--- src/rtl/core/rpnc_pkg.sv ---
// ----------------------------------------------------------------------------
// rpnc_pkg
// Shared types and codes for the RPN stack calculator core.
// ----------------------------------------------------------------------------
package rpnc_pkg;

  // Width of one stack entry and of the operand and result fields.
  localparam int DATA_W = 64;
  // Step counter width of the multi-cycle arithmetic unit.
  localparam int STEP_W = $clog2(DATA_W);

  // Request codes.
  localparam logic [2:0] REQ_PUSH   = 3'd0;
  localparam logic [2:0] REQ_ADD    = 3'd1;
  localparam logic [2:0] REQ_SUB    = 3'd2;
  localparam logic [2:0] REQ_MUL    = 3'd3;
  localparam logic [2:0] REQ_DIV    = 3'd4;
  localparam logic [2:0] REQ_FINISH = 3'd5;

  // Status codes.
  localparam logic [2:0] ST_OK        = 3'd0;
  localparam logic [2:0] ST_OVERFLOW  = 3'd1;
  localparam logic [2:0] ST_UNDERFLOW = 3'd2;
  localparam logic [2:0] ST_DIVZERO   = 3'd3;
  localparam logic [2:0] ST_LEFTOVER  = 3'd4;

  // Request to the multiply/divide unit.
  typedef struct packed {
    logic start;
    logic is_div;
  } mdu_req_t;

  // Response from the multiply/divide unit.
  typedef struct packed {
    logic              done;
    logic [DATA_W-1:0] value;
  } mdu_rsp_t;

endpackage

--- src/rtl/core/rpnc_muldiv.sv ---
// ----------------------------------------------------------------------------
// rpnc_muldiv
// Multi-cycle 64-bit multiply (low half) and signed truncating divide.
// ----------------------------------------------------------------------------
module rpnc_muldiv
  import rpnc_pkg::*;
(
  input  logic              clk,
  input  logic              rst_n,
  input  mdu_req_t          req,
  input  logic [DATA_W-1:0] op_a,
  input  logic [DATA_W-1:0] op_b,
  output mdu_rsp_t          rsp
);

  localparam int HALF_W = DATA_W / 2;
  localparam logic [STEP_W-1:0] MUL_LAST = STEP_W'(2);
  localparam logic [STEP_W-1:0] DIV_LAST = STEP_W'(DATA_W - 1);

  typedef enum logic [3:0] {
    U_IDLE = 4'b0001,
    U_MUL  = 4'b0010,
    U_DIV  = 4'b0100,
    U_FIX  = 4'b1000
  } ustate_t;

  ustate_t           ustate_r, ustate_nxt;
  logic [STEP_W-1:0] step_r, step_nxt;
  logic              done_r, done_nxt;
  logic              neg_r, neg_nxt;
  // In a multiply these hold the operands; in a divide opa_r shifts the
  // numerator magnitude out and the quotient bits in, opb_r is the divisor.
  logic [DATA_W-1:0] opa_r, opa_nxt;
  logic [DATA_W-1:0] opb_r, opb_nxt;
  logic [DATA_W-1:0] rem_r, rem_nxt;
  logic [DATA_W-1:0] acc_r, acc_nxt;

  logic [HALF_W-1:0] mul_x, mul_y;
  logic [DATA_W-1:0] prod;
  logic [DATA_W:0]   trial;

  // Shared 32x32 partial product.
  always_comb begin
    case (step_r[1:0])
      2'd0: begin
        mul_x = opa_r[HALF_W-1:0];
        mul_y = opb_r[HALF_W-1:0];
      end
      2'd1: begin
        mul_x = opa_r[HALF_W-1:0];
        mul_y = opb_r[DATA_W-1:HALF_W];
      end
      default: begin
        mul_x = opa_r[DATA_W-1:HALF_W];
        mul_y = opb_r[HALF_W-1:0];
      end
    endcase
  end

  assign prod = mul_x * mul_y;

  // One restoring division step.
  assign trial = {rem_r, opa_r[DATA_W-1]} - {1'b0, opb_r};

  // Sequencer of the unit.
  always_comb begin
    ustate_nxt = ustate_r;
    step_nxt   = step_r;
    done_nxt   = 1'b0;
    neg_nxt    = neg_r;
    opa_nxt    = opa_r;
    opb_nxt    = opb_r;
    rem_nxt    = rem_r;
    acc_nxt    = acc_r;
    case (ustate_r)
      U_IDLE: begin
        if (req.start) begin
          step_nxt = '0;
          if (req.is_div) begin
            // Work on magnitudes; the sign is applied at the end.
            opa_nxt    = op_a[DATA_W-1] ? (DATA_W'(0) - op_a) : op_a;
            opb_nxt    = op_b[DATA_W-1] ? (DATA_W'(0) - op_b) : op_b;
            neg_nxt    = op_a[DATA_W-1] ^ op_b[DATA_W-1];
            rem_nxt    = '0;
            ustate_nxt = U_DIV;
          end else begin
            opa_nxt    = op_a;
            opb_nxt    = op_b;
            ustate_nxt = U_MUL;
          end
        end
      end
      U_MUL: begin
        // Low half only: lo*lo, then both cross terms shifted up.
        if (step_r == '0) begin
          acc_nxt = prod;
        end else begin
          acc_nxt = acc_r + {prod[HALF_W-1:0], {HALF_W{1'b0}}};
        end
        step_nxt = step_r + STEP_W'(1);
        if (step_r == MUL_LAST) begin
          done_nxt   = 1'b1;
          ustate_nxt = U_IDLE;
        end
      end
      U_DIV: begin
        if (!trial[DATA_W]) begin
          rem_nxt = trial[DATA_W-1:0];
          opa_nxt = {opa_r[DATA_W-2:0], 1'b1};
        end else begin
          rem_nxt = {rem_r[DATA_W-2:0], opa_r[DATA_W-1]};
          opa_nxt = {opa_r[DATA_W-2:0], 1'b0};
        end
        step_nxt = step_r + STEP_W'(1);
        if (step_r == DIV_LAST) begin
          ustate_nxt = U_FIX;
        end
      end
      U_FIX: begin
        acc_nxt    = neg_r ? (DATA_W'(0) - opa_r) : opa_r;
        done_nxt   = 1'b1;
        ustate_nxt = U_IDLE;
      end
      default: begin
        ustate_nxt = U_IDLE;
      end
    endcase
  end

  // Control registers.
  always_ff @(posedge clk) begin
    if (!rst_n) begin
      ustate_r <= U_IDLE;
      done_r   <= 1'b0;
    end else begin
      ustate_r <= ustate_nxt;
      done_r   <= done_nxt;
    end
  end

  // Datapath registers.
  always_ff @(posedge clk) begin
    step_r <= step_nxt;
    neg_r  <= neg_nxt;
    opa_r  <= opa_nxt;
    opb_r  <= opb_nxt;
    rem_r  <= rem_nxt;
    acc_r  <= acc_nxt;
  end

  assign rsp.done  = done_r;
  assign rsp.value = acc_r;

endmodule

--- config.mk ---
export PLATFORM = sky130hd
export DESIGN_NAME = rpnc_muldiv
export DESIGN_NICKNAME = d
export VERILOG_FILES = /design/src/rtl/core/rpnc_pkg.sv /design/src/rtl/core/rpnc_muldiv.sv
export SDC_FILE = /design/constraint.sdc
export NUM_CORES = 2
export LEC_CHECK = 0
export ABC_AREA = 0
export BUFFER_PORTS_ARGS = -buffer_cell sky130_fd_sc_hd__buf_4
export CAP_MARGIN = 10
export CELL_PAD_IN_SITES_DETAIL_PLACEMENT = 1
export CELL_PAD_IN_SITES_GLOBAL_PLACEMENT = 1
export CORE_ASPECT_RATIO = 1.75
export CORE_UTILIZATION = 46
export DETAILED_ROUTE_END_ITERATION = 6
export GPL_TIMING_DRIVEN = 0
export PLACE_DENSITY_LB_ADDON = 0.1
export SLEW_MARGIN = 5
export SYNTH_ARGS = -nofsm -noshare
export SYNTH_HDL_FRONTEND = slang
export SYNTH_SLANG_ARGS = --single-unit
--- constraint.sdc ---
create_clock -name clk -period 10.41 [get_ports clk]
set_input_delay 0 -clock clk [delete_from_list [all_inputs] [get_ports clk]]
set_output_delay 0 -clock clk [all_outputs]
set_load 0.05 [all_outputs]
==> impl_metrics.ini <==
[worst_setup_path]
crit_required_ns = 10.76
rr_endpoint = acc_r[62]
timing.critical_path.mode_cell = fa_1
cp_max_fo = 10
critPathKind = reg -> reg
crit_arrival_ns = 10.69
r2r-start = opa_r[0]
startpoint_type = flop
cp_slowest_cell = o21ai_1
cp-end-kind = flop
reg2reg_setup_slack_ns = 0.07
r2r_cells = 36
crit_path_max_incr_delay_ns = 0.73

[drt]
wl_mm = 258
vias = 49200
avgViaCountPerCell = 6.06
routedWlPerCell_um = 31.8
drc = 0
postRouteAntennaNets = 0
dr.pass1.iters = 7
first_iter_violations = 3462

[finish]
layout.nets = 7986
nFillCells = 13400
area_delta_synth_final_pct = 15.1
drive_gt1_frac = 0.0956

[yosys]
synth_edf_count = 263
yosysUniqueCellTypes = 80
avgSynthCellArea_um2 = 8.70
syn_nets = 7515
yosys.area_share.simple = 0.156
synth_top_area_cell = fa_1
synth_fa_ha_area_frac = 0.424
synth_area_um2 = 53200
synth_top_family_by_area = adder cells
yosysSeqAreaShare = 0.150
synth_compound_area_frac = 0.112
synth_area_leaders = fa_1, edfxtp_1, ha_1
async_flop_share = 0
synthMuxAreaShare = 0.0139
synth_warnings = 0
synthFlopType = edfxtp_1
synthCells = 6118
synth_seq_cells = 268
synth-xor-area-share = 0.0531
yosys.area.top_type_share = 0.338

[run]
drv_cap = 0

[clocking]
cts.sink_count = 268
clock_latency_ns = 0.63
clockRootBuffer = clkbuf_16
clockBufferDepth = 3
cts_tree = yes
clk_pin_slew_ns = 0.07
cts_buffers = 26
cts_max_level = 1

[floorplan]
die_h_um = 452
initial_core_util = 0.465
dieArea_um2 = 117000
placementRows = 164
die_w_um = 259
ios = 197
core-area_um2 = 115000

[sta]
period_needed_ns = 10.34
worstMarginPinSlew_ns = 1.35
maxSlewHeadroom = 0.0969
final-hold-violation-count = 0
finalMaxSlewViolations = 0
fmax_mhz = 96.7
timing.final.crit_share = 0.993
setup_viol = 0
finClkSkew_ns = 0.0453
fin_ws_ns = 0.0721

[worst_hold_path]
holdCritStartpoint = op_b[0]
min_path_type = in -> reg
worstHoldEndpoint = opb_r[0]
min_path_cells = 2

[placement]
portBuffers = 195
pre_cts_ws_ns = -2.92
dp_hpwl_mm = 215
gp_congestion = 1.03

[global_route]
grt_first_pass_wirelength_mm = 370
grt_overflow_total = 0
track_usage = 0.446
grt_max_degree = 65
grt_pass1_vias = 55000
antenna_found_initial = 12

[status]
outcome = finished clean
[layout make-up]
cell class / instances / area, µm² / area share
Timing Repair Buffer: 463 / 4190 / 0.0683
Clock inverter: 15 / 170 / 0.00278
Tap cell: 1494 / 1870 / 0.0305
Inverter: 970 / 3640 / 0.0594
Buffer: 296 / 1530 / 0.0250
Multi-Input combinational cell: 4564 / 41200 / 0.672
Clock buffer: 33 / 687 / 0.0112
Sequential cell: 268 / 8000 / 0.130
Antenna cell: 8 / 20.0 / 0.000327
[cells by family (layout without fill, tap and decap cells)]
logic type	Yosys count	after routing
flip-flops	268	268
buffers and inverters	1286	1777
AND/OR/NAND/NOR	1947	1947
multiplexers	70	70
XOR/XNOR	323	323
other	0	8
adder cells (fa/ha/maj)	1265	1265
AO/OA/AOI/OAI	959	959
[critical path: cells and delay by family (launching register included)]
family / cells / cell delay [ns]
and+or+nand+nor: 4 / 0.81
DFF: 1 / 0.50
buffers and inverters: 7 / 1.29
AOI/OAI and AO/OA: 13 / 2.84
xor gates and xnor gates: 2 / 0.46
adders and majority gates: 10 / 4.12
[synth_stat cells (all sizes together) (16+ instances only)]
cell type	count
a211oi	29
a21o	90
a21oi	277
a31oi	28
and2	32
and3	29
buf	21
clkbuf	295
edfxtp	263
fa	898
ha	367
inv	970
mux2	31
mux2i	39
nand2	1048
nand2b	38
nand3	62
nand4	33
nor2	507
nor2b	22
nor3	51
nor4	21
o211ai	18
o21a	38
o21ai	270
o21bai	31
o31ai	50
o41ai	22
or2	16
or3	34
or4	24
xnor2	160
xor2	163
[sequential cells by signal, summed over array words and instances, names as in the netlist]
name	cells
acc_r	64
done_r	1
neg_r	1
opa_r	64
opb_r	64
rem_r	64
step_r	6
ustate_r	4
[layer usage]
layer  part of all wire  track usage  vias to the layer above
met3              0.067       0.0852                     1106
met2               0.49        0.765                     2344
li1                   -            -                    20500
met1               0.31        0.428                    25200
met4               0.13        0.479                        8
met5            0.00021            0                        -
[worst max path at each step]
stage / from / cells past startpoint / to / slack [ns]
detailed placement: step_r[1] / 39 / acc_r[62] / -2.92
CTS: step_r[1] / 38 / acc_r[63] / 0.002
floorplan: step_r[1] / 41 / acc_r[60] / 0.31
finish: opa_r[0] / 36 / acc_r[62] / 0.07
global route: step_r[1] / 39 / acc_r[63] / -0.08
global placement: step_r[1] / 38 / acc_r[62] / -3.40
[cells in the final DEF (no fill, tap or decap), types with 27 or more instances in the layout]
master / count
nand3_1: 61
buf_4: 245
nor2_1: 504
or3_1: 32
nand2b_1: 38
dlygate4sd3_1: 189
nand4_1: 33
ha_1: 353
a21o_1: 90
and2_1: 32
and3_1: 29
fa_1: 898
xor2_1: 159
edfxtp_1: 263
clkbuf_2: 63
o31ai_1: 45
a211oi_1: 27
nor3_1: 48
o21ai_0: 236
o21bai_1: 31
a21oi_1: 268
nand2_1: 1046
xnor2_1: 154
inv_1: 967
clkbuf_1: 167
[per-stage QoR]
stage	setup TNS, ns	cell area [µm²]	hold slack (ns)	cells	util
4_1_cts	0	60800	0.162	8088	0.531
5_1_grt	-0.314	61300	0.214	8103	0.535
3_3_place_gp	-87.48	56600	0.229	7807	0.494
6_report	0	61300	0.210	8111	0.535
2_1_floorplan	0	53200	0.0989	6118	-
3_5_place_dp	-64.20	57200	0.230	7845	0.499
[what timing repair did]
item,in CTS,in global routing
pin swaps,12,13
hold buffers,189,0
endpoints found under the setup margin,46,23
setup buffers,21,20
hold endpoints to repair,145,0
cloned,0,0
gates resized for setup,259,145
Power is left out: the tool's default activity adds up to more than one toggle a clock period on the data nets, which glitch-free logic cannot reach.
